[src/design/sbs_pkg.sv]
`timescale 1ns / 1ps
`default_nettype none
package sbs_pkg;

	// Coordinate and time formats.
	localparam int COORD_BITS = 24;
	localparam int TIME_FRAC_BITS = 16;
	// Signed width of the slab numerators and movements.
	localparam int NW = COORD_BITS + 2;
	// Signed width of a saturated slab time (range minus one lsb to one plus one lsb).
	localparam int TW = TIME_FRAC_BITS + 3;
	// Quotient bits resolved by each divider stage.
	localparam int DIV_STEPS = 2;
	localparam int DIV_STAGES = (TIME_FRAC_BITS + DIV_STEPS - 1) / DIV_STEPS;

	localparam logic signed [TW-1:0] T_ZERO = '0;
	localparam logic signed [TW-1:0] T_ONE = TW'(1) <<< TIME_FRAC_BITS;
	localparam logic signed [TW-1:0] T_SAT = T_ONE + TW'(1);
	localparam logic signed [TW-1:0] T_NEG = '1;

	// Divider lanes.
	localparam int LANE_X_LO = 0;
	localparam int LANE_X_HI = 1;
	localparam int LANE_Y_LO = 2;
	localparam int LANE_Y_HI = 3;
	localparam int LANES = 4;

	typedef struct packed {
		logic signed [COORD_BITS-1:0] box_x;
		logic signed [COORD_BITS-1:0] box_y;
		logic signed [COORD_BITS-1:0] box_width;
		logic signed [COORD_BITS-1:0] box_height;
		logic signed [COORD_BITS-1:0] start_x;
		logic signed [COORD_BITS-1:0] start_y;
		logic signed [COORD_BITS-1:0] end_x;
		logic signed [COORD_BITS-1:0] end_y;
	} query_t;

	typedef struct packed {
		logic                      hit;
		logic [TIME_FRAC_BITS:0]   enter_time;
		logic [TIME_FRAC_BITS:0]   leave_time;
		logic                      bad_input;
	} result_t;

	// How a lane's slab time is settled.
	typedef enum logic [1:0] {
		KIND_DIV,
		KIND_ZERO,
		KIND_NEG,
		KIND_SAT
	} div_kind_t;

	typedef struct packed {
		div_kind_t               kind;
		logic [NW-1:0]           rem;
		logic [NW-1:0]           den;
		logic [TIME_FRAC_BITS:0] quo;
	} lane_t;

	// Per-item flags that travel beside the divider lanes.
	typedef struct packed {
		logic bad;
		logic still_x;
		logic still_y;
		logic inside_x;
		logic inside_y;
	} side_t;

	typedef struct packed {
		side_t              side;
		lane_t [LANES-1:0]  lane;
	} pipe_t;

endpackage
`default_nettype wire

[src/design/sbs_front.sv]
`timescale 1ns / 1ps
`default_nettype none
module sbs_front import sbs_pkg::*; (
	input  wire logic   clk,
	input  wire logic   arst_n,
	input  wire logic   adv,
	input  wire logic   query_valid,
	input  wire query_t query,
	output logic        pipe_valid,
	output pipe_t       pipe
);

	// Stage one: far edges, movements and near-edge numerators.
	logic                   valid_s1;
	logic signed [NW-1:0]   hi_x_s1, hi_y_s1, lo_num_x_s1, lo_num_y_s1;
	logic signed [NW-1:0]   move_x_s1, move_y_s1, sx_s1, sy_s1, bx_s1, by_s1;
	logic                   bad_s1;

	always_ff @(posedge clk or negedge arst_n) begin
		if (!arst_n) begin
			valid_s1 <= 1'b0;
		end else if (adv) begin
			valid_s1 <= query_valid;
		end
	end

	always_ff @(posedge clk) begin
		if (adv) begin
			hi_x_s1 <= NW'(query.box_x) + NW'(query.box_width);
			hi_y_s1 <= NW'(query.box_y) + NW'(query.box_height);
			lo_num_x_s1 <= NW'(query.box_x) - NW'(query.start_x);
			lo_num_y_s1 <= NW'(query.box_y) - NW'(query.start_y);
			move_x_s1 <= NW'(query.end_x) - NW'(query.start_x);
			move_y_s1 <= NW'(query.end_y) - NW'(query.start_y);
			sx_s1 <= NW'(query.start_x);
			sy_s1 <= NW'(query.start_y);
			bx_s1 <= NW'(query.box_x);
			by_s1 <= NW'(query.box_y);
			bad_s1 <= (query.box_width <= 0) || (query.box_height <= 0);
		end
	end

	// Stage two: magnitudes, signs and the still-axis containment checks.
	logic                 valid_s2;
	side_t                side_s2;
	lane_t [LANES-1:0]    lane_s2;
	logic signed [NW-1:0] num_c [LANES];
	logic signed [NW-1:0] den_c [LANES];
	lane_t [LANES-1:0]    lane_c;

	always_comb begin
		num_c[LANE_X_LO] = lo_num_x_s1;
		num_c[LANE_X_HI] = hi_x_s1 - sx_s1;
		num_c[LANE_Y_LO] = lo_num_y_s1;
		num_c[LANE_Y_HI] = hi_y_s1 - sy_s1;
		den_c[LANE_X_LO] = move_x_s1;
		den_c[LANE_X_HI] = move_x_s1;
		den_c[LANE_Y_LO] = move_y_s1;
		den_c[LANE_Y_HI] = move_y_s1;
		for (int i = 0; i < LANES; i++) begin
			lane_c[i].rem = num_c[i][NW-1] ? NW'(-num_c[i]) : NW'(num_c[i]);
			lane_c[i].den = den_c[i][NW-1] ? NW'(-den_c[i]) : NW'(den_c[i]);
			lane_c[i].quo = '0;
			if (num_c[i] == '0) begin
				lane_c[i].kind = KIND_ZERO;
			end else if (num_c[i][NW-1] != den_c[i][NW-1]) begin
				lane_c[i].kind = KIND_NEG;
			end else begin
				lane_c[i].kind = KIND_DIV;
			end
		end
	end

	always_ff @(posedge clk or negedge arst_n) begin
		if (!arst_n) begin
			valid_s2 <= 1'b0;
		end else if (adv) begin
			valid_s2 <= valid_s1;
		end
	end

	always_ff @(posedge clk) begin
		if (adv) begin
			lane_s2 <= lane_c;
			side_s2.bad <= bad_s1;
			side_s2.still_x <= (move_x_s1 == '0);
			side_s2.still_y <= (move_y_s1 == '0);
			side_s2.inside_x <= (sx_s1 >= bx_s1) && (sx_s1 <= hi_x_s1);
			side_s2.inside_y <= (sy_s1 >= by_s1) && (sy_s1 <= hi_y_s1);
		end
	end

	// Stage three: the integer part of each quotient, which is 0, 1 or saturated.
	lane_t [LANES-1:0] lane_w;

	always_comb begin
		for (int i = 0; i < LANES; i++) begin
			lane_w[i] = lane_s2[i];
			if (lane_s2[i].kind == KIND_DIV) begin
				if ({1'b0, lane_s2[i].rem} >= {lane_s2[i].den, 1'b0}) begin
					lane_w[i].kind = KIND_SAT;
				end else if (lane_s2[i].rem >= lane_s2[i].den) begin
					lane_w[i].rem = lane_s2[i].rem - lane_s2[i].den;
					lane_w[i].quo = (TIME_FRAC_BITS+1)'(1);
				end
			end
		end
	end

	always_ff @(posedge clk or negedge arst_n) begin
		if (!arst_n) begin
			pipe_valid <= 1'b0;
		end else if (adv) begin
			pipe_valid <= valid_s2;
		end
	end

	always_ff @(posedge clk) begin
		if (adv) begin
			pipe.side <= side_s2;
			pipe.lane <= lane_w;
		end
	end

endmodule
`default_nettype wire

[config.mk]
export PLATFORM = sky130hd
export DESIGN_NAME = sbs_front
export DESIGN_NICKNAME = d
export VERILOG_FILES = /design/src/design/sbs_pkg.sv /design/src/design/sbs_front.sv
export SDC_FILE = /design/constraint.sdc
export NUM_CORES = 2
export LEC_CHECK = 0
export CAP_MARGIN = 40
export CORE_UTILIZATION = 63
export DETAILED_ROUTE_END_ITERATION = 8
export DONT_BUFFER_PORTS = 1
export GPL_TIMING_DRIVEN = 0
export PLACE_DENSITY = 0.89
export SYNTH_ARGS = -nofsm -noshare
export SYNTH_HDL_FRONTEND = slang
export SYNTH_SLANG_ARGS = --single-unit
[constraint.sdc]
create_clock -name clk -period 7.8 [get_ports clk]
set_input_delay 0.39 -clock clk [delete_from_list [all_inputs] [get_ports clk]]
set_output_delay 0.39 -clock clk [all_outputs]
set_load 0.005 [all_outputs]
==> metrics <==
crit start category flop; crit path time final 4.375 ns; Max Slew Vio Count 0; Die W 258.6 um; initial core utilization 64.01%; Design Area, Final 46080 um2; Worst Path Buf+Inv 2; mapped cell area 41490 um2; clock sink count 592; Final Hold Vio Count 0; Rows 93; non-filler cells, final 5066; DP Area 42820 um2; Vert. Die Dim 258.6 um; commonest non-fill, non-tap cell in the layout edfxtp_1; crit-path cells inv_1 -> ha_1 -> nor2b_1 -> o31a_1 -> o221ai_1 -> nand2_1 -> a21boi_0 -> a21oi_1 -> nand3b_1 -> a21boi_0 -> o211ai_1 -> clkbuf_1 -> mux2_2; share of flip-flops with an asynchronous set or reset 0.5068%; Final Util 71.10%; Longest Clk Path Bufs 3; DR pass1 iterations 6; register area 17760 um2; Synth Flop Type edfxtp_1; worst path required time 8.16 ns; core area 64810 um2; IO Count 486; DP Wirelength 86630 um; Routed WL 116200 um; Hold WC Path Type in2async; initial DRC count 3497; synth top area cells edfxtp_1 (43%), ha_1 (14%), xnor2_1 (5.7%); Final Cycle Share 56.09%; Layout fillers 4418; Worst Setup Slack, final 3.425 ns; Critical Path Fanout Max 10; Pwr Total 13.02 mW; CTS tree built; gpl congestion 0.9666; RSZ-0062 raised after global routing false; DIE AREA 66880 um2; initial antenna violation count 9; Post-Synthesis Cells 3912; Leak Pwr 19.34 nW; Fmax 228.6 MHz; vias in the first global route 30680; Worst-path clk slew 0.06 ns; DR vias/cell 6.419; clock buffer count from CTS 66; Yosys cell types 88; number of port buffers 0; critical path arrival 4.73 ns; Post-layout nets 4812; DR vias 32520; GRT Residual Overflow 0; Placement Setup Slack 3.440 ns; Slew @ Worst Pin 1.454 ns; layout cell share with drive strength beyond 1 7.901%; Hold WS 0.02318 ns; htree depth 3; Synth warnings 0; max cap viols 0; CP Class reg2reg; first-pass GRT wire length 174000 um; dpl cells 4835; post-synth top area cell edfxtp_1; peak supply drop 0.1580 mV; syn_area_per_cell 10.61 um2; Rel. slew slack 3.057%; family with the most delay on the worst path compound AO/OA/AOI/OAI gates; Setup-failing EPs final 0; top cell type's share of synthesized area 42.63%; Seq/Total Area, Yosys 42.81%; CTS resizes 0; CP Capture Type flop; pwr dens 282.6 nW/um2; GRT Resource Usage Total 33.95%; most frequent cells in the layout edfxtp_1 (589), ha_1 (454), inv_1 (316), a21oi_1 (268), xnor2_1 (268); skew final 0.02427 ns; most frequent CP cell a21boi_0; Critical Path Max Stage Delay 0.67 ns; WL per Instance 22.93 um; Skew-Pair Late Insertion Delay 0.62 ns; CP max stage cell o211ai_1; status finished, final reports clean; TNS Setup 0 ns; area delta synth->final 11.07%; Remaining DRCs 0; pin count of the biggest net entering global routing 557; Post-synth EDFFs 589; Post-DRT Antenna Nets 0; number of synthesized register bits 592; Root Driver clkbuf_16; multi-input logic area 21680 um2
## registers in the layout, summed over array words and instances (netlist names)
name	flops
bx_s1	24
hi_x_s1	25
move_x_s1	25
valid_s1	1
pipe_valid	1
by_s1	24
lo_num_y_s1	25
valid_s2	1
bad_s1	1
sy_s1	24
hi_y_s1	25
side_s2	5
lane_s2	164
sx_s1	24
lo_num_x_s1	25
pipe	173
move_y_s1	25
## layout make-up
type / count / share of cell area [%]
multi-input combinational: 2895 / 47.05
antenna: 9 / 0.04887
sequential: 592 / 38.54
clock inverter: 43 / 1.048
timing repair buffer: 103 / 2.243
inverter: 316 / 2.574
tap: 855 / 2.321
buffer: 176 / 2.411
clock buffer: 77 / 3.763
## kinds of logic (layout without fill, tap and decap cells)
group           Yosys count  count (layout)  synth area share (%)
fa+ha+maj               466             466                 14.27
other cells               1              77              0.009039
mux                     116             116                 3.091
buf+inv                 492             715                 5.537
compound gates          991             991                 15.47
xor+xnor                372             372                 7.853
flops                   592             592                 42.81
simple gates            882             882                 10.95
## repair_timing
item	CTS	global route
buffers inserted	0	0
endpoints found under the hold margin	139	0
hold buffers	101	0
## cell usage after synthesis (8+ instances only)
cell type    n
o21ai_0    183
or3_1       39
o41ai_1     20
nand2_1    179
mux2i_1     19
nand4_1     68
buf_4      117
edfxtp_1   589
o31a_1      11
a31o_2       8
a21o_1     154
xnor2_1    268
o21bai_1    31
o211ai_1    20
nor4_1      31
o21a_1      52
nand3b_1     9
a21oi_1    268
clkbuf_1    51
nor2_1     187
o22ai_1     12
o311ai_0     8
mux2_2      71
and2_1      19
o31ai_1     32
inv_1      316
and4_1      11
nand2b_1    57
ha_1       454
a211oi_1    29
nor3_1      68
nand3_1     74
a211o_1      9
nor2b_1     66
or4_1       16
fa_1        12
a31oi_1     41
a21boi_0    11
mux2_1      26
or2_2       15
xor2_1     104
and3_1      24
o21ai_1     22
## routing by layer
metal / track usage [%] / part of all wire, % / up-vias
li1: - / - / 14890
met1: 46.47 / 41 / 15340
met2: 51.44 / 43 / 1875
met3: 6.974 / 10 / 411
met4: 16.90 / 5.2 / 10
met5: 0 / 0.051 / -
## path summary, 6_finish.rpt
check                        startpoint    endpoint  slack (ns)  cells past startpoint
setup / recovery           lane_s2[232]   pipe[276]        3.42                     13
hold / removal                   arst_n  pipe_valid        0.02                      1
setup reg to reg           lane_s2[232]   pipe[276]        3.42                     13
hold reg to reg              side_s2[1]   pipe[285]        0.42                      0
max in group asynchronous        arst_n    valid_s2        7.63                      1
min in group clk             query[120]  hi_x_s1[0]        0.03                      1
## where the power goes
| part | leakage, nW | total (mW) | switching [mW] | internal (mW) |
|---|---|---|---|---|
| registers | 5.82 | 4.89 | 0.572 | 4.32 |
| logic | 12.5 | 4.95 | 2.81 | 2.13 |
| clock network | 1.06 | 3.19 | 1.34 | 1.85 |
| total | 19.3 | 13.0 | 4.72 | 8.30 |
Note: power is estimated with default switching activity, not from simulation.
