### src/design/sbs_pkg.sv
`timescale 1ns / 1ps
`default_nettype none
package sbs_pkg;

	// Coordinate and time formats.
	localparam int COORD_BITS = 24;
	localparam int TIME_FRAC_BITS = 16;
	// Signed width of the slab numerators and movements.
	localparam int NW = COORD_BITS + 2;
	// Signed width of a saturated slab time (range minus one lsb to one plus one lsb).
	localparam int TW = TIME_FRAC_BITS + 3;
	// Quotient bits resolved by each divider stage.
	localparam int DIV_STEPS = 2;
	localparam int DIV_STAGES = (TIME_FRAC_BITS + DIV_STEPS - 1) / DIV_STEPS;

	localparam logic signed [TW-1:0] T_ZERO = '0;
	localparam logic signed [TW-1:0] T_ONE = TW'(1) <<< TIME_FRAC_BITS;
	localparam logic signed [TW-1:0] T_SAT = T_ONE + TW'(1);
	localparam logic signed [TW-1:0] T_NEG = '1;

	// Divider lanes.
	localparam int LANE_X_LO = 0;
	localparam int LANE_X_HI = 1;
	localparam int LANE_Y_LO = 2;
	localparam int LANE_Y_HI = 3;
	localparam int LANES = 4;

	typedef struct packed {
		logic signed [COORD_BITS-1:0] box_x;
		logic signed [COORD_BITS-1:0] box_y;
		logic signed [COORD_BITS-1:0] box_width;
		logic signed [COORD_BITS-1:0] box_height;
		logic signed [COORD_BITS-1:0] start_x;
		logic signed [COORD_BITS-1:0] start_y;
		logic signed [COORD_BITS-1:0] end_x;
		logic signed [COORD_BITS-1:0] end_y;
	} query_t;

	typedef struct packed {
		logic                      hit;
		logic [TIME_FRAC_BITS:0]   enter_time;
		logic [TIME_FRAC_BITS:0]   leave_time;
		logic                      bad_input;
	} result_t;

	// How a lane's slab time is settled.
	typedef enum logic [1:0] {
		KIND_DIV,
		KIND_ZERO,
		KIND_NEG,
		KIND_SAT
	} div_kind_t;

	typedef struct packed {
		div_kind_t               kind;
		logic [NW-1:0]           rem;
		logic [NW-1:0]           den;
		logic [TIME_FRAC_BITS:0] quo;
	} lane_t;

	// Per-item flags that travel beside the divider lanes.
	typedef struct packed {
		logic bad;
		logic still_x;
		logic still_y;
		logic inside_x;
		logic inside_y;
	} side_t;

	typedef struct packed {
		side_t              side;
		lane_t [LANES-1:0]  lane;
	} pipe_t;

endpackage
`default_nettype wire

### src/design/sbs_div_stage.sv
`timescale 1ns / 1ps
`default_nettype none
module sbs_div_stage import sbs_pkg::*; #(
	parameter int NSTEP = 2
) (
	input  wire logic  clk,
	input  wire logic  arst_n,
	input  wire logic  adv,
	input  wire logic  in_valid,
	input  wire pipe_t in_pipe,
	output logic       out_valid,
	output pipe_t      out_pipe
);

	// NSTEP restoring division steps on every lane.
	pipe_t           nxt;
	logic [NW:0]     rem2;

	always_comb begin
		nxt = in_pipe;
		rem2 = '0;
		for (int i = 0; i < LANES; i++) begin
			for (int k = 0; k < NSTEP; k++) begin
				rem2 = {nxt.lane[i].rem, 1'b0};
				if (rem2 >= {1'b0, nxt.lane[i].den}) begin
					nxt.lane[i].rem = NW'(rem2 - {1'b0, nxt.lane[i].den});
					nxt.lane[i].quo = {nxt.lane[i].quo[TIME_FRAC_BITS-1:0], 1'b1};
				end else begin
					nxt.lane[i].rem = NW'(rem2);
					nxt.lane[i].quo = {nxt.lane[i].quo[TIME_FRAC_BITS-1:0], 1'b0};
				end
			end
		end
	end

	always_ff @(posedge clk or negedge arst_n) begin
		if (!arst_n) begin
			out_valid <= 1'b0;
		end else if (adv) begin
			out_valid <= in_valid;
		end
	end

	always_ff @(posedge clk) begin
		if (adv) begin
			out_pipe <= nxt;
		end
	end

endmodule
`default_nettype wire

### config.mk
export PLATFORM = sky130hd
export DESIGN_NAME = sbs_div_stage
export DESIGN_NICKNAME = d
export VERILOG_FILES = /design/src/design/sbs_pkg.sv /design/src/design/sbs_div_stage.sv
export SDC_FILE = /design/constraint.sdc
export NUM_CORES = 1
export LEC_CHECK = 0
export BUFFER_PORTS_ARGS = -buffer_cell sky130_fd_sc_hd__buf_2
export CAP_MARGIN = 20
export CORE_AREA = 2 2 228 230
export CTS_CLUSTER_SIZE = 12
export DETAILED_ROUTE_END_ITERATION = 6
export DIE_AREA = 0 0 230 232
export PLACE_DENSITY = 0.67
export SLEW_MARGIN = 25
export SYNTH_ARGS = -nofsm -noshare
export SYNTH_HDL_FRONTEND = slang
export SYNTH_SLANG_ARGS = --single-unit
export TNS_END_PERCENT = 50
### constraint.sdc
create_clock -name clk -period 1.56 [get_ports clk]
set_input_delay 0.234 -clock clk [delete_from_list [all_inputs] [get_ports clk]]
set_output_delay 0.234 -clock clk [all_outputs]
set_load 0.005 [all_outputs]
==> results of run 1 <==
-- layout make-up --
cell class              instances  area, um2
multi-input cells            1652      14800
clock inverters                15        203
well taps                     680        851
inverters                     172        729
diodes                          5       12.5
flip-flops and latches        290       8700
repair buffers               1697      12400
clock buffers                  45        956
fillers                      3283      12100
repair inverters                1       11.3
-- repair_timing --
action | in CTS | in global routing
cloned | 9 | 2
setup endpoints to repair | 112 | 112
buffers inserted | 92 | 47
pin swaps | 96 | 113
gates resized for setup | 323 | 223
hold endpoints to repair | 173 | 0
hold buffers | 174 | 0
-- layout by cell type (no fill, tap or decap), drive strengths merged, types with 22 or more instances in the layout --
cell type / count
buf: 1521
edfxtp: 289
ha: 204
dlygate4sd3: 174
a21oi: 173
inv: 171
nand2: 148
nor2: 144
mux2: 121
o21ai: 120
xnor2: 101
a21o: 70
xor2: 53
clkbuf: 47
o21a: 43
nor3: 41
nand3: 35
nor2b: 31
and3: 25
o31ai: 25
nand4: 23
a211oi: 22
-- power by group --
group,leakage [nW],total (mW),switching (mW),internal [mW]
sequential,2.84,11.0,0.507,10.4
combinational,14.6,22.9,10.7,12.2
clock,0.573,8.55,3.41,5.14
total,18.0,42.4,14.6,27.8
-- path summary, 6_finish.rpt --
kind | startpoint | end | slack (ns)
min in group asynchronous | arst_n | out_valid | 0.51
worst min register to register | out_valid | out_valid | 0.52
worst max-delay path | in_pipe[242] | out_pipe[273] | -3.66
max in group asynchronous | arst_n | out_valid | 0.95
worst min-delay path | in_pipe[89] | out_pipe[89] | 0.06
worst max register to register | out_valid | out_valid | 0.81
-- cells by family after synthesis --
logic type               synth area share [%]
buffers and inverters                    3.88
adder cells (fa/ha/maj)                  12.1
multiplexers                             6.97
AO/OA/AOI/OAI                            19.0
XOR/XNOR                                 6.18
flip-flops                               39.9
AND/OR/NAND/NOR                          12.0
-- flip-flops by register name, summed over array words and instances, names as in the netlist --
name,count
out_pipe,289
out_valid,1
-- layer usage --
| metal | track usage, % | vias up | part of all wire [%] |
|---|---|---|---|
| met5 | 0 | - | 0.092 |
| li1 | - | 11447 | - |
| met2 | 57.6 | 1184 | 49 |
| met1 | 35.9 | 11917 | 37 |
| met4 | 12.4 | 14 | 5.3 |
| met3 | 5.75 | 405 | 7.8 |
==> impl_metrics.env, run 1 <==
export IMPL_outcome="complete, but fails checks"
export IMPL_failed_checks="setup timing"
export IMPL_cts_buffers=34
export IMPL_yosysTopAreaCell="edfxtp_1"
export IMPL_crit_type="primary input to flip-flop"
export IMPL_crit_path_start_kind="primary input"
export IMPL_grt_pass1_vias=25571
export IMPL_syn_avg_cell_area_um2=10.1
export IMPL_dp_hpwl_um=63600
export IMPL_dp_worst_setup_slack_ns=-3.77
export IMPL_drv_cap=0
export IMPL_cts_root_buf="clkbuf_16"
export IMPL_final_hold_viol_count=0
export IMPL_synth_common_cells="edfxtp_1 (289), ha_1 (204), inv_1 (171), a21oi_1 (169), nand2_1 (147)"
export IMPL_synth_edf_count=289
export IMPL_finalSetupViolations=112
export IMPL_power_mw=42.4
export IMPL_chipHeight_um=232
export IMPL_antenna_left=0
export IMPL_postPlaceCellArea_mm2=0.0322
export IMPL_yosysMostFrequentCell="edfxtp_1"
export IMPL_max_stage_delay_ns=1.04
export IMPL_crit_chain="buf_2, inv_1, ha_1, a21oi_2, o221ai_1, a21oi_1, o21a_1, o2111a_1, or2_4, inv_8, buf_4, nor2_1, nor2_2, ha_1, buf_4, buf_4, a21oi_1, buf_4, nand2_1, nand2_1, a31oi_1, o41ai_1, xnor2_1, mux2_4"
export IMPL_grt_max_degree=49
export IMPL_ys_seq_area_share_pct=39.9
export IMPL_final_cells=4557
export IMPL_hold_class="primary input to flip-flop"
export IMPL_synth_top_area_share_pct=39.8
export IMPL_area_delta_synth_final_pct=77.6
export IMPL_portBuffers=574
export IMPL_drv_slew=0
export IMPL_end_kind="flip-flop"
export IMPL_hold_path_depth=2
export IMPL_drt_iter0_drc=1671
export IMPL_drive_gt1_share_pct=53.5
export IMPL_cp_depth=24
export IMPL_rsz0062_at_grt="true"
export IMPL_synthArstFlopShare_pct=0.345
export IMPL_critPathTopFamily="compound AO/OA/AOI/OAI gates"
export IMPL_r2r_cells=1
export IMPL_critPathMostFrequentCell="buf_4"
export IMPL_p_leak_nw=18.0
export IMPL_synth_flop_cell="edfxtp_1"
export IMPL_period_minus_slack_ns=5.22
export IMPL_h_tree_depth=2
export IMPL_vias_per_cell=5.48
export IMPL_wl_per_cell_um=20.8
export IMPL_tns_ns=-325.78
export IMPL_totalWireLength_um=94900
export IMPL_synth_seq_cells=290
export IMPL_clk_pin_slew_ns=0.06
export IMPL_clock_sinks=290
export IMPL_grt_pass1_wl_um=134000
export IMPL_post_route_util_pct=76.1
export IMPL_ys_top_cells_by_area="edfxtp_1 (40%), ha_1 (12%), mux2_2 (4.6%)"
export IMPL_synth_cells=2150
export IMPL_clock_latency_ns=0.55
export IMPL_arrival_ns=5.53
export IMPL_design_area_mm2=0.0387
export IMPL_core_mm2=0.0509
export IMPL_drc=0
export IMPL_yosysWarnings=0
export IMPL_antenna_found_initial=12
export IMPL_required_ns=1.87
export IMPL_grt_overflow=0
export IMPL_placed_cells=4172
export IMPL_ioPinCount=583
export IMPL_cpMaxStageDelayCell="a21oi_1"
export IMPL_max_freq_mhz=192
export IMPL_die_area_mm2=0.0534
export IMPL_gp_congestion=0.950
export IMPL_cts_tree="done"
export IMPL_dr_pass1_iters=5
export IMPL_worst_pin_slew_ns=1.36
export IMPL_netlist_area_mm2=0.0218
export IMPL_rows=83
export IMPL_whs_ns=0.0573
export IMPL_clock_skew_final_ns=0
export IMPL_cp_num_buf_inv=7
export IMPL_syn_nets=2651
export IMPL_start_util_pct=42.9
export IMPL_p_per_area_mw_per_mm2=1090
export IMPL_setup_slack_ns=-3.66
export IMPL_vias=24967
export IMPL_max_slew_margin_pct=9.63
export IMPL_die_w_um=230
export IMPL_track_usage_pct=31.4
export IMPL_clock_path_buffers=3
export IMPL_peakVddDrop_mv=0.883
export IMPL_period_share_pct=335
export IMPL_layout_nets=4349
export IMPL_ys_types=95
export IMPL_critPathMaxFanout=7
No activity file was read; power rests on OpenSTA's default activity.
==> run 2, diff against run 1 <==
Settings changed: CORE_AREA 2 2 228 230 to 2 2 227 229, DIE_AREA 0 0 230 232 to 0 0 229 231, PLACE_DENSITY 0.67 to 0.68.
==> impl_metrics.env, run 2 (same netlist as run 1, synthesis figures left out) <==
export IMPL_outcome="complete, but fails checks"
export IMPL_failed_checks="setup timing"
export IMPL_crit_type="primary input to flip-flop"
export IMPL_start_util_pct=43.1
export IMPL_clock_latency_ns=0.56
export IMPL_hold_class="primary input to flip-flop"
export IMPL_portBuffers=574
export IMPL_tns_ns=-313.10
export IMPL_wl_per_cell_um=20.4
export IMPL_gp_congestion=0.968
export IMPL_die_area_mm2=0.0529
export IMPL_antenna_found_initial=10
export IMPL_cts_buffers=34
export IMPL_reg_largest_list="out_pipe (289), out_valid (1)"
export IMPL_cpMaxStageDelayCell="a221oi_4"
export IMPL_max_slew_margin_pct=67.4
export IMPL_drive_gt1_share_pct=54.0
export IMPL_clk_pin_slew_ns=0.07
export IMPL_layout_nets=4348
export IMPL_layout_common_cells="buf_4 (890), buf_2 (546), edfxtp_1 (289)"
export IMPL_ioPinCount=583
export IMPL_comb_power_share_pct=54.2
export IMPL_worst_pin_slew_ns=0.484
export IMPL_drt_iter0_drc=1367
export IMPL_finalSetupViolations=112
export IMPL_layout_commonest_cell="buf_4"
export IMPL_switchingPower_mw=14.3
export IMPL_grt_overflow=0
export IMPL_period_share_pct=304
export IMPL_p_per_area_mw_per_mm2=1080
export IMPL_area_delta_synth_final_pct=78.1
export IMPL_critPathMaxFanout=5
export IMPL_dp_worst_setup_slack_ns=-3.82
export IMPL_largest_reg_flops=289
export IMPL_chipHeight_um=231
export IMPL_p_sw_share_pct=34.2
export IMPL_drv_slew=0
export IMPL_vias=24969
export IMPL_die_w_um=229
export IMPL_required_ns=1.88
export IMPL_vias_per_cell=5.48
export IMPL_clock_sinks=290
export IMPL_power_share_sequential_pct=26.2
export IMPL_wl_met2_um=45700
export IMPL_peakVddDrop_mv=0.950
export IMPL_period_minus_slack_ns=4.74
export IMPL_track_usage_pct=31.0
export IMPL_cts_tree="done"
export IMPL_grt_pass1_wl_um=131000
export IMPL_max_stage_delay_ns=0.42
export IMPL_antenna_left=0
export IMPL_largest_register="out_pipe"
export IMPL_grt_max_degree=72
export IMPL_clock_skew_final_ns=0
export IMPL_highest_layer="met5"
export IMPL_arrival_ns=5.05
export IMPL_power_frac_clock_pct=19.6
export IMPL_p_leak_nw=18.0
export IMPL_core_mm2=0.0507
export IMPL_clock_path_buffers=3
export IMPL_crit_path_start_kind="primary input"
export IMPL_rsz0062_at_grt="true"
export IMPL_dr_wl_met3_um=6450
export IMPL_rows=83
export IMPL_wl_met1_um=35700
export IMPL_end_kind="flip-flop"
export IMPL_max_freq_mhz=211
export IMPL_drv_cap=0
export IMPL_h_tree_depth=2
export IMPL_drc=0
export IMPL_p_int_mw=27.5
export IMPL_dp_hpwl_um=63000
export IMPL_dr_pass1_iters=5
export IMPL_setup_slack_ns=-3.18
export IMPL_cts_root_buf="clkbuf_16"
export IMPL_grt_pass1_vias=24843
export IMPL_totalWireLength_um=93000
export IMPL_final_hold_viol_count=0
## run 2: cell count changes in the layout (fill, tap and decap cells not counted), moves of 6 or more
| cell | previous run | this run |
|---|---|---|
| nand2_2 | 18 | 7 |
| nor2_4 | 12 | 6 |
| nand2_4 | 1 | 8 |
| inv_1 | 131 | 120 |
| inv_2 | 25 | 35 |
| buf_12 | 20 | 26 |
| ha_4 | 73 | 80 |
| ha_1 | 121 | 112 |
| buf_6 | 48 | 38 |
## run 2: worst paths after layout
kind / start / end / slack (ns) / cells after the start
setup reg to reg: out_valid / out_valid / 0.81 / 1
min in group asynchronous: arst_n / out_valid / 0.51 / 3
hold / removal: adv / out_pipe[55] / 0.03 / 1
setup / recovery: in_pipe[231] / out_pipe[277] / -3.18 / 25
max in group asynchronous: arst_n / out_valid / 0.95 / 3
hold reg to reg: out_valid / out_valid / 0.52 / 1
## run 2: per-layer routing
layer | GRT usage [%] | vias to the layer above
met5 | 0 | -
met4 | 13.4 | 4
met3 | 5.62 | 335
met2 | 55.3 | 1171
met1 | 36.5 | 11980
li1 | - | 11479
## run 2: power groups by stage
stage          registers (mW)  logic, mW  clock network (mW)
4_1_cts                  10.9       20.3                8.26
3_5_place_dp             11.0       18.1                   0
5_1_grt                  11.0       24.0                8.58
2_1_floorplan            11.1       9.68                   0
3_3_place_gp             11.1       17.7                   0
6_report                 10.9       22.6                8.20
## run 2: layout make-up
cell class	count	area, um2
well taps	680	851
repair buffers	1695	12500
multi-input cells	1653	15000
inverters	172	727
flip-flops and latches	290	8700
clock inverters	14	144
diodes	8	20.0
clock buffers	44	952
fillers	3181	11800
repair inverters	1	6.26
## run 2: timing repair
action | CTS | global route
gates cloned | 8 | 2
hold buffers | 176 | 0
endpoints found under the setup margin | 112 | 112
endpoints found under the hold margin | 175 | 0
pin swaps | 96 | 158
gates resized for setup | 271 | 274
setup buffers | 80 | 63
## run 2: critical path: cells and delay by family
family          cells  cell delay, ns
compound gates     10            2.22
buf+inv             6            0.83
simple gates        6            0.82
fa+ha+maj           2            0.66
mux                 1            0.29
## run 2: per-stage QoR
step / hold slack (ns) / cell area [um2] / total power [mW] / util (%) / std cells
2_1_floorplan: -0.0616 / 22600 / 20.8 / - / 2150
3_3_place_gp: 0.00906 / 32200 / 28.8 / 63.6 / 4167
3_5_place_dp: 0.0115 / 32200 / 29.1 / 63.6 / 4167
4_1_cts: 0.00396 / 37100 / 39.5 / 73.2 / 4489
5_1_grt: 0.00973 / 38800 / 43.6 / 76.6 / 4556
6_report: 0.0309 / 38800 / 41.8 / 76.7 / 4557
