===== config.mk =====
export PLATFORM = sky130hd
export DESIGN_NAME = sbs_back
export DESIGN_NICKNAME = d
export VERILOG_FILES = /design/src/design/sbs_pkg.sv /design/src/design/sbs_back.sv
export SDC_FILE = /design/constraint.sdc
export NUM_CORES = 1
export LEC_CHECK = 0
export ABC_AREA = 1
export CAP_MARGIN = 30
export CORE_ASPECT_RATIO = 2
export CORE_MARGIN = 10
export CORE_UTILIZATION = 30
export DETAILED_ROUTE_END_ITERATION = 6
export DONT_BUFFER_PORTS = 1
export PLACE_DENSITY_LB_ADDON = 0.05
export SLEW_MARGIN = 10
export SYNTH_ARGS = -nofsm -noshare
export SYNTH_HDL_FRONTEND = slang
export SYNTH_SLANG_ARGS = --single-unit
export TNS_END_PERCENT = 100

===== constraint.sdc =====
create_clock -name clk -period 4.5 [get_ports clk]
set_clock_uncertainty 0.2 [all_clocks]
set_input_delay 0.9 -clock clk [delete_from_list [all_inputs] [get_ports clk]]
set_output_delay 0.9 -clock clk [all_outputs]
set_load 0.005 [all_outputs]

===== src/design/sbs_pkg.sv =====
`timescale 1ns / 1ps
`default_nettype none
package sbs_pkg;

	// Coordinate and time formats.
	localparam int COORD_BITS = 24;
	localparam int TIME_FRAC_BITS = 16;
	// Signed width of the slab numerators and movements.
	localparam int NW = COORD_BITS + 2;
	// Signed width of a saturated slab time (range minus one lsb to one plus one lsb).
	localparam int TW = TIME_FRAC_BITS + 3;
	// Quotient bits resolved by each divider stage.
	localparam int DIV_STEPS = 2;
	localparam int DIV_STAGES = (TIME_FRAC_BITS + DIV_STEPS - 1) / DIV_STEPS;

	localparam logic signed [TW-1:0] T_ZERO = '0;
	localparam logic signed [TW-1:0] T_ONE = TW'(1) <<< TIME_FRAC_BITS;
	localparam logic signed [TW-1:0] T_SAT = T_ONE + TW'(1);
	localparam logic signed [TW-1:0] T_NEG = '1;

	// Divider lanes.
	localparam int LANE_X_LO = 0;
	localparam int LANE_X_HI = 1;
	localparam int LANE_Y_LO = 2;
	localparam int LANE_Y_HI = 3;
	localparam int LANES = 4;

	typedef struct packed {
		logic signed [COORD_BITS-1:0] box_x;
		logic signed [COORD_BITS-1:0] box_y;
		logic signed [COORD_BITS-1:0] box_width;
		logic signed [COORD_BITS-1:0] box_height;
		logic signed [COORD_BITS-1:0] start_x;
		logic signed [COORD_BITS-1:0] start_y;
		logic signed [COORD_BITS-1:0] end_x;
		logic signed [COORD_BITS-1:0] end_y;
	} query_t;

	typedef struct packed {
		logic                      hit;
		logic [TIME_FRAC_BITS:0]   enter_time;
		logic [TIME_FRAC_BITS:0]   leave_time;
		logic                      bad_input;
	} result_t;

	// How a lane's slab time is settled.
	typedef enum logic [1:0] {
		KIND_DIV,
		KIND_ZERO,
		KIND_NEG,
		KIND_SAT
	} div_kind_t;

	typedef struct packed {
		div_kind_t               kind;
		logic [NW-1:0]           rem;
		logic [NW-1:0]           den;
		logic [TIME_FRAC_BITS:0] quo;
	} lane_t;

	// Per-item flags that travel beside the divider lanes.
	typedef struct packed {
		logic bad;
		logic still_x;
		logic still_y;
		logic inside_x;
		logic inside_y;
	} side_t;

	typedef struct packed {
		side_t              side;
		lane_t [LANES-1:0]  lane;
	} pipe_t;

endpackage
`default_nettype wire


===== src/design/sbs_back.sv =====
`timescale 1ns / 1ps
`default_nettype none
module sbs_back import sbs_pkg::*; (
	input  wire logic  clk,
	input  wire logic  arst_n,
	input  wire logic  adv,
	input  wire logic  pipe_valid,
	input  wire pipe_t pipe,
	output logic       result_valid,
	output result_t    result
);

	// Saturated slab time of one lane.
	function automatic logic signed [TW-1:0] lane_time(input lane_t l);
		logic signed [TW-1:0] t;
		t = T_ZERO;
		unique case (l.kind)
			KIND_ZERO: t = T_ZERO;
			KIND_NEG:  t = T_NEG;
			KIND_SAT:  t = T_SAT;
			KIND_DIV:  t = (TW'(l.quo) > T_SAT) ? T_SAT : TW'(l.quo);
			default:   t = T_ZERO;
		endcase
		return t;
	endfunction

	// Stage one: order the slab times and narrow the interval on x.
	logic signed [TW-1:0] ax, bx, ay, by, fx, lx;
	logic                 valid_s1;
	logic signed [TW-1:0] first_s1, last_s1, ty0_s1, ty1_s1;
	logic                 ok_x_s1, bad_s1, still_y_s1, inside_y_s1;

	always_comb begin
		ax = lane_time(pipe.lane[LANE_X_LO]);
		bx = lane_time(pipe.lane[LANE_X_HI]);
		ay = lane_time(pipe.lane[LANE_Y_LO]);
		by = lane_time(pipe.lane[LANE_Y_HI]);
		fx = (ax < bx) ? ax : bx;
		lx = (ax < bx) ? bx : ax;
		if (fx < T_ZERO) begin
			fx = T_ZERO;
		end
		if (lx > T_ONE) begin
			lx = T_ONE;
		end
	end

	always_ff @(posedge clk or negedge arst_n) begin
		if (!arst_n) begin
			valid_s1 <= 1'b0;
		end else if (adv) begin
			valid_s1 <= pipe_valid;
		end
	end

	always_ff @(posedge clk) begin
		if (adv) begin
			if (pipe.side.still_x) begin
				first_s1 <= T_ZERO;
				last_s1 <= T_ONE;
				ok_x_s1 <= pipe.side.inside_x;
			end else begin
				first_s1 <= fx;
				last_s1 <= lx;
				ok_x_s1 <= (fx <= lx);
			end
			ty0_s1 <= (ay < by) ? ay : by;
			ty1_s1 <= (ay < by) ? by : ay;
			bad_s1 <= pipe.side.bad;
			still_y_s1 <= pipe.side.still_y;
			inside_y_s1 <= pipe.side.inside_y;
		end
	end

	// Stage two: narrow on y and form the result item.
	logic signed [TW-1:0] fy, ly;
	logic                 hit_c;

	always_comb begin
		fy = (ty0_s1 > first_s1) ? ty0_s1 : first_s1;
		ly = (ty1_s1 < last_s1) ? ty1_s1 : last_s1;
		if (still_y_s1) begin
			fy = first_s1;
			ly = last_s1;
			hit_c = !bad_s1 && ok_x_s1 && inside_y_s1;
		end else begin
			hit_c = !bad_s1 && ok_x_s1 && (fy <= ly);
		end
	end

	always_ff @(posedge clk or negedge arst_n) begin
		if (!arst_n) begin
			result_valid <= 1'b0;
		end else if (adv) begin
			result_valid <= valid_s1;
		end
	end

	always_ff @(posedge clk) begin
		if (adv) begin
			result.hit <= hit_c;
			result.bad_input <= bad_s1;
			result.enter_time <= hit_c ? fy[TIME_FRAC_BITS:0] : '0;
			result.leave_time <= hit_c ? ly[TIME_FRAC_BITS:0] : '0;
		end
	end

endmodule
`default_nettype wire


==> key figures, run 1 <==
Synth
  • Synthesized cell area: 0.009156 mm2
  • Synthesized area per cell: 7.833 um2
  • Syn Nets: 1565
  • Distinct cells, synth: 44
  • FF+latch count, synth: 113
  • Cells after synthesis: 1169
  • Yosys warns: 0
  • Seq/Total Area, Yosys: 36.95%

Setup path
  • Worst Setup Start Kind: input pin
  • Arrival @ worst endpoint: 4.77 ns
  • Crit path max fanout: 8
  • CP Data Required Time: 4.48 ns
  • Setup CP Type: input pin to register
  • Largest delay share family, worst path: compound AO/OA/AOI/OAI gates
  • Crit path max-delay cell type: a21oi_2
  • Critical path buffer and inverter count: 6
  • Endpoint type of the worst setup path: register
  • Critical Path Max Stage Delay: 0.30 ns
  • Reg2reg setup slack: -0.28 ns

Power
  • Max VDD drop: 0.2572 mV
  • Static leakage: 6.044 nW
  • PwrDens: 407.0 mW/mm2
  • Total power: 5.264 mW

Floorplanning
  • Die X: 143.5 um
  • Full die area: 0.03833 mm2
  • Row cnt: 90
  • Initial core utilization: 30.34%
  • I/O pin cnt: 330
  • Die height: 267.1 um
  • CORE AREA: 0.03018 mm2

Layout
  • Final Core Density: 42.86%
  • Most common cell after layout, fill and taps aside: nand2_1
  • Antenna Cells: 0
  • Final Non-Filler Cells: 1771
  • Share of layout cells above drive strength 1: 35.35%
  • Layout fillers: 3054
  • Register Area: 0.003383 mm2
  • Design area: 0.01293 mm2
  • Multi-input gate area: 0.005788 mm2
  • Commonest cells after routing, fill and taps aside: nand2_1, buf_4, inv_1
  • NumNets Final: 1786
  • Area growth from synthesis to layout: 41.27%

Timing
  • Hold Fails Final Rpt: 0
  • Unrepaired setup endpoints after global routing: yes
  • Final Max Tran Viols: 0
  • Tightest Pin Transition: 0.9128 ns
  • Fmax: 208.7 MHz
  • Hold slack: 0.2719 ns
  • Final worst path period need: 4.793 ns
  • Final setup viols: 35
  • Slew HR: 39.15%
  • Final Cycle Share: 106.5%
  • TNS Setup: -8.067 ns
  • Final WS setup: -0.2926 ns

Place
  • GP Congestion: 0.8962
  • DP Area: 0.01106 mm2
  • Port buffer count: 0
  • Dpl hpwl: 27300 um
  • Pre-CTS WS: -1.103 ns
  • # placed instances: 1701

Clock tree
  • Root Driver: clkbuf_16
  • Worst-path clk slew: 0.06 ns
  • Clock Latency Late Sink: 0.44 ns
  • Max Root-Sink Buffers: 2
  • CTS tree: yes
  • CTS HTree Levels: 4
  • CTS Buf Count: 17
  • Clock sinks: 113

GRT
  • Grt ovf: 0
  • GRT Util Overall: 17.12%
  • Vias in the first global route: 8591
  • Initial antenna violation count: 0
  • First-pass GRT wire length: 49110 um
  • Largest net degree at the start of global routing: 116

Routing
  • DR pass1 iterations: 4
  • Residual DRC: 0
  • Vias after detailed routing: 8459
  • First DRT Iteration DRCs: 280
  • Wire per inst: 18.57 um
  • Via-per-instance ratio: 4.776
  • Antenna Nets Post-Route: 0
  • Final WL: 32890 um

Job
  • Max_cap viols: 0

Outcome
  • Outcome: finished, violations left
  • Violations in the final reports: setup timing

Min path
  • Hold/Removal Path Class: register to register
[layout make-up]
class / count / share of cell area (%)
Inverter: 165 / 5.040
Multi-Input combinational cell: 847 / 44.75
Timing Repair Buffer: 246 / 16.25
Clock inverter: 15 / 0.9576
Clock buffer: 17 / 3.289
Sequential cell: 113 / 26.16
Tap cell: 368 / 3.560
[routing by layer]
metal | GRT usage (%) | part of all wire [%] | wire [um] | up-vias
met4 | 5.794 | 2.9 | 964 | 0
li1 | - | - | - | 4411
met2 | 35.82 | 60 | 19620 | 176
met1 | 15.47 | 34 | 11140 | 3841
met5 | 0 | 0 | 0 | -
met3 | 2.873 | 3.5 | 1166 | 31
[power breakdown]
group	switching, mW	total (mW)	internal, mW	leakage (nW)
Sequential	0.0974	1.41	1.32	1.13
Clock	0.538	1.25	0.716	0.268
Combinational	1.36	2.60	1.23	4.65
Total	2.00	5.26	3.26	6.04
[flip-flops by register name (all words and copies together) (netlist names)]
signal / count
ty0_s1: 18
still_y_s1: 1
last_s1: 18
valid_s1: 1
inside_y_s1: 1
ty1_s1: 18
first_s1: 17
bad_s1: 1
ok_x_s1: 1
result_valid: 1
result: 36
[worst paths after layout]
path / end / startpoint / cells past startpoint
worst max-delay path: ok_x_s1$_DFFE_PP_ / pipe[86] / 31
worst min-delay path: result[0]$_DFFE_PP_ / bad_s1$_DFFE_PP_ / 0
worst max register to register: result[12]$_SDFFCE_PN0P_ / first_s1[5]$_SDFFCE_PP0P_ / 31
worst min register to register: result[0]$_DFFE_PP_ / bad_s1$_DFFE_PP_ / 0
max in group asynchronous: valid_s1$_DFFE_PN0P_ / arst_n / 1
min in group asynchronous: result_valid$_DFFE_PN0P_ / arst_n / 1
[timing repair]
| action | in CTS | in global routing |
|---|---|---|
| hold endpoints to repair | 2 | 0 |
| pin swaps | 32 | 41 |
| endpoints found under the setup margin | 36 | 36 |
| gates resized for setup | 124 | 119 |
| setup buffers | 26 | 8 |
| gates cloned | 4 | 4 |
| hold buffers | 1 | 0 |
[kinds of logic after synthesis]
kind of cell | synth area share [%]
compound gates | 15.96
fa+ha+maj | 14.07
simple gates | 23.64
xor+xnor | 0.1777
other cells | 0.04096
flops | 36.95
buf+inv | 9.155
[Yosys cell counts, drive strengths merged]
cell    instances  area [um2]
nand4           8       50.05
or2            17       106.4
nand3b          4       30.03
inv           163       611.8
dfrtp           2       50.05
a41oi           1       8.760
clkbuf         29       108.9
o31ai           9       67.56
a21oi          86       437.9
and3            1       6.260
edfxtp        111        3333
o211ai         23       172.7
nor2          119       474.2
clkinv          2       7.510
nor4            1       6.260
o21ai          92       471.7
nor3b           3       22.52
a21o            4       30.03
buf            17       110.1
xor2            1       16.27
a41o            1       10.01
a31oi          32       200.2
ha            103        1289
nor3           10       55.05
a211oi          1       7.510
nand3          49       255.3
a221oi          2       17.52
o21a            5       37.54
nand2         272        1159
conb            1       3.750
Note: power is estimated with default switching activity, not from simulation.
==> run 2, diff against run 1 <==
==> constraint.sdc (replaced) <==
create_clock -name clk -period 4.5 [get_ports clk]
set_clock_uncertainty 0.2 [all_clocks]
set_input_delay 0.675 -clock clk [delete_from_list [all_inputs] [get_ports clk]]
set_output_delay 0.675 -clock clk [all_outputs]
set_load 0.005 [all_outputs]
==> key figures, run 2 (same netlist as run 1, synthesis figures left out) <==
Timing
  • Slew HR: 44.03% (+4.9 points)
  • TNS Setup: -0.5361 ns (+7.531 ns)
  • Hold Fails Final Rpt: 0 (unchanged)
  • Hold slack: 0.1426 ns (-0.1293 ns)
  • Final Max Tran Viols: 0 (unchanged)
  • Fmax: 219.0 MHz (+4.9%)
  • Final WS setup: -0.06687 ns (+0.2257 ns)
  • Tightest Pin Transition: 0.8395 ns (-0.07323 ns)
  • Final worst path period need: 4.567 ns (-0.2257 ns)
  • Final setup viols: 25 (-29%)
  • Final Cycle Share: 101.5% (-5.0 points)
  • Unrepaired setup endpoints after global routing: yes

Setup path
  • CP Data Required Time: 4.48 ns (about the same)
  • Worst Setup Start Kind: input pin
  • Setup CP Type: input pin to register
  • Depth of the most critical reg-to-reg path: 27 (-13%)
  • Crit path max fanout: 11 (+3)
  • Arrival @ worst endpoint: 4.55 ns (-0.22 ns)
  • Endpoint type of the worst setup path: register

Min path
  • Hold/Removal Path Class: input pin to register
  • WHS Path Cells: 0 (unchanged)

Routing
  • Residual DRC: 0 (unchanged)
  • Wire per inst: 19.00 um (+2.3%)
  • Final WL: 33960 um (+3.2%)
  • Antenna Nets Post-Route: 0 (unchanged)
  • DR pass1 iterations: 5 (+1)
  • First DRT Iteration DRCs: 289 (+3.2%)
  • Via-per-instance ratio: 4.794 (+0.36%)
  • Vias after detailed routing: 8566 (+1.3%)

Floorplanning
  • Full die area: 0.03833 mm2 (unchanged)
  • CORE AREA: 0.03018 mm2 (unchanged)
  • Die X: 143.5 um (unchanged)
  • Row cnt: 90 (unchanged)
  • Die height: 267.1 um (unchanged)
  • I/O pin cnt: 330 (unchanged)
  • Initial core utilization: 30.34% (unchanged)

Clock tree
  • CTS tree: yes
  • Max Root-Sink Buffers: 2 (unchanged)
  • Root Driver: clkbuf_16
  • Worst-path clk slew: 0.06 ns (about the same)
  • CTS Buf Count: 17 (unchanged)
  • Clock Latency Late Sink: 0.43 ns (about the same)
  • CTS HTree Levels: 4 (unchanged)
  • Clock sinks: 113 (unchanged)

Power
  • Max VDD drop: 0.2761 mV (+7.3%)
  • PwrDens: 402.5 mW/mm2 (-1.1%)
  • Static leakage: 6.122 nW (+1.3%)
  • Total power: 5.342 mW (+1.5%)

Layout
  • Multi-input gate area: 0.006012 mm2 (+3.9%)
  • Most flop-heavy register: result
  • Register Area: 0.003383 mm2 (unchanged)
  • Flip-flop count of the largest register after layout: 36 (unchanged)
  • Commonest cells after routing, fill and taps aside: buf_4, nand2_1, inv_1
  • Share of layout cells above drive strength 1: 38.48% (+3.1 points)
  • Antenna Cells: 0 (unchanged)
  • Most common cell after layout, fill and taps aside: buf_4
  • Final Non-Filler Cells: 1787 (+0.90%)
  • Layout fillers: 3034 (-0.65%)
  • Area growth from synthesis to layout: 44.96%
  • Final Core Density: 43.98% (+1.1 points)
  • NumNets Final: 1802 (+0.90%)

Place
  • Port buffer count: 0 (unchanged)
  • GP Congestion: 0.8932 (-0.33%)
  • # placed instances: 1707 (+0.35%)
  • Dpl hpwl: 27500 um (+0.73%)

Outcome
  • Outcome: finished, violations left
  • Violations in the final reports: setup timing

GRT
  • Vias in the first global route: 8688 (+1.1%)
  • First-pass GRT wire length: 49960 um (+1.7%)
  • Grt ovf: 0 (unchanged)
  • Largest net degree at the start of global routing: 116 (unchanged)
  • Initial antenna violation count: 0 (unchanged)
  • GRT Util Overall: 17.47% (+0.35 points)

Job
  • Max_cap viols: 0 (unchanged)
run 2: routing by layer:
layer  track usage, %  wire [um]  vias to the layer above  part of all wire (%)
met2            35.46      19500                      162                    57
li1                 -          -                     4438                     -
met3            2.661       1094                       53                   3.2
met4            8.539       1888                        0                   5.6
met5                0          0                        -                     0
met1            15.87      11480                     3913                    34
run 2: what timing repair did:
action,4_1_cts,5_1_grt
pin swaps,41,90
gates resized for setup,111,187
cloned,4,1
hold endpoints to repair,2,0
setup endpoints to repair,36,36
hold buffers,1,0
setup buffers,20,25
run 2: worst max-delay path: stages:
cell and delay [ns]:
clkinv_1 0.14, buf_4 0.24, a31oi_1 0.45, ha_1 0.33, nand2_1 0.08, nor2_2 0.05
nand2_1 0.08, o211ai_1 0.14, a21oi_4 0.29, buf_6 0.14, nand3_4 0.18, nand2_8 0.17
buf_6 0.11, o21ai_1 0.08, nand2_4 0.09, inv_2 0.04, ha_4 0.26, nand2_2 0.06
buf_4 0.13, nor3_2 0.10, nand3_1 0.08, nand4_1 0.11, a21oi_1 0.07, o21a_1 0.19
a31oi_1 0.14, o31ai_1 0.09
run 2: worst paths after layout:
kind,from,to,slack [ns]
max reg2reg,ty1_s1[10]$_DFFE_PP_,result[22]$_SDFFCE_PN0P_,-0.07
min in group asynchronous,arst_n,result_valid$_DFFE_PN0P_,0.28
max in group asynchronous,arst_n,valid_s1$_DFFE_PN0P_,3.70
min,pipe[288],bad_s1$_DFFE_PP_,0.14
max,pipe[140],ok_x_s1$_DFFE_PP_,-0.07
min reg2reg,bad_s1$_DFFE_PP_,result[0]$_DFFE_PP_,0.27
run 2: per-stage QoR:
step | worst slack, ns | cell area [um2]
after floorplan | -0.03529 | 9208
after global routing | -0.3086 | 13270
after detailed placement | -0.7037 | 11110
after global placement | -0.7337 | 11110
final | -0.06687 | 13270
after CTS | -0.2271 | 12310
run 2: cell type report:
type                    instances  area share [%]
multi-input cells             847           45.30
clock buffers                  17           3.205
repair buffers                262           16.66
flip-flops and latches        113           25.49
well taps                     368           3.469
inverters                     165           4.959
clock inverters                15          0.9238
run 2: power breakdown:
group	internal [mW]	total (mW)	leakage (nW)	switching (mW)
clock network	0.716	1.26	0.270	0.539
registers	1.32	1.41	1.13	0.0971
logic	1.28	2.67	4.72	1.39
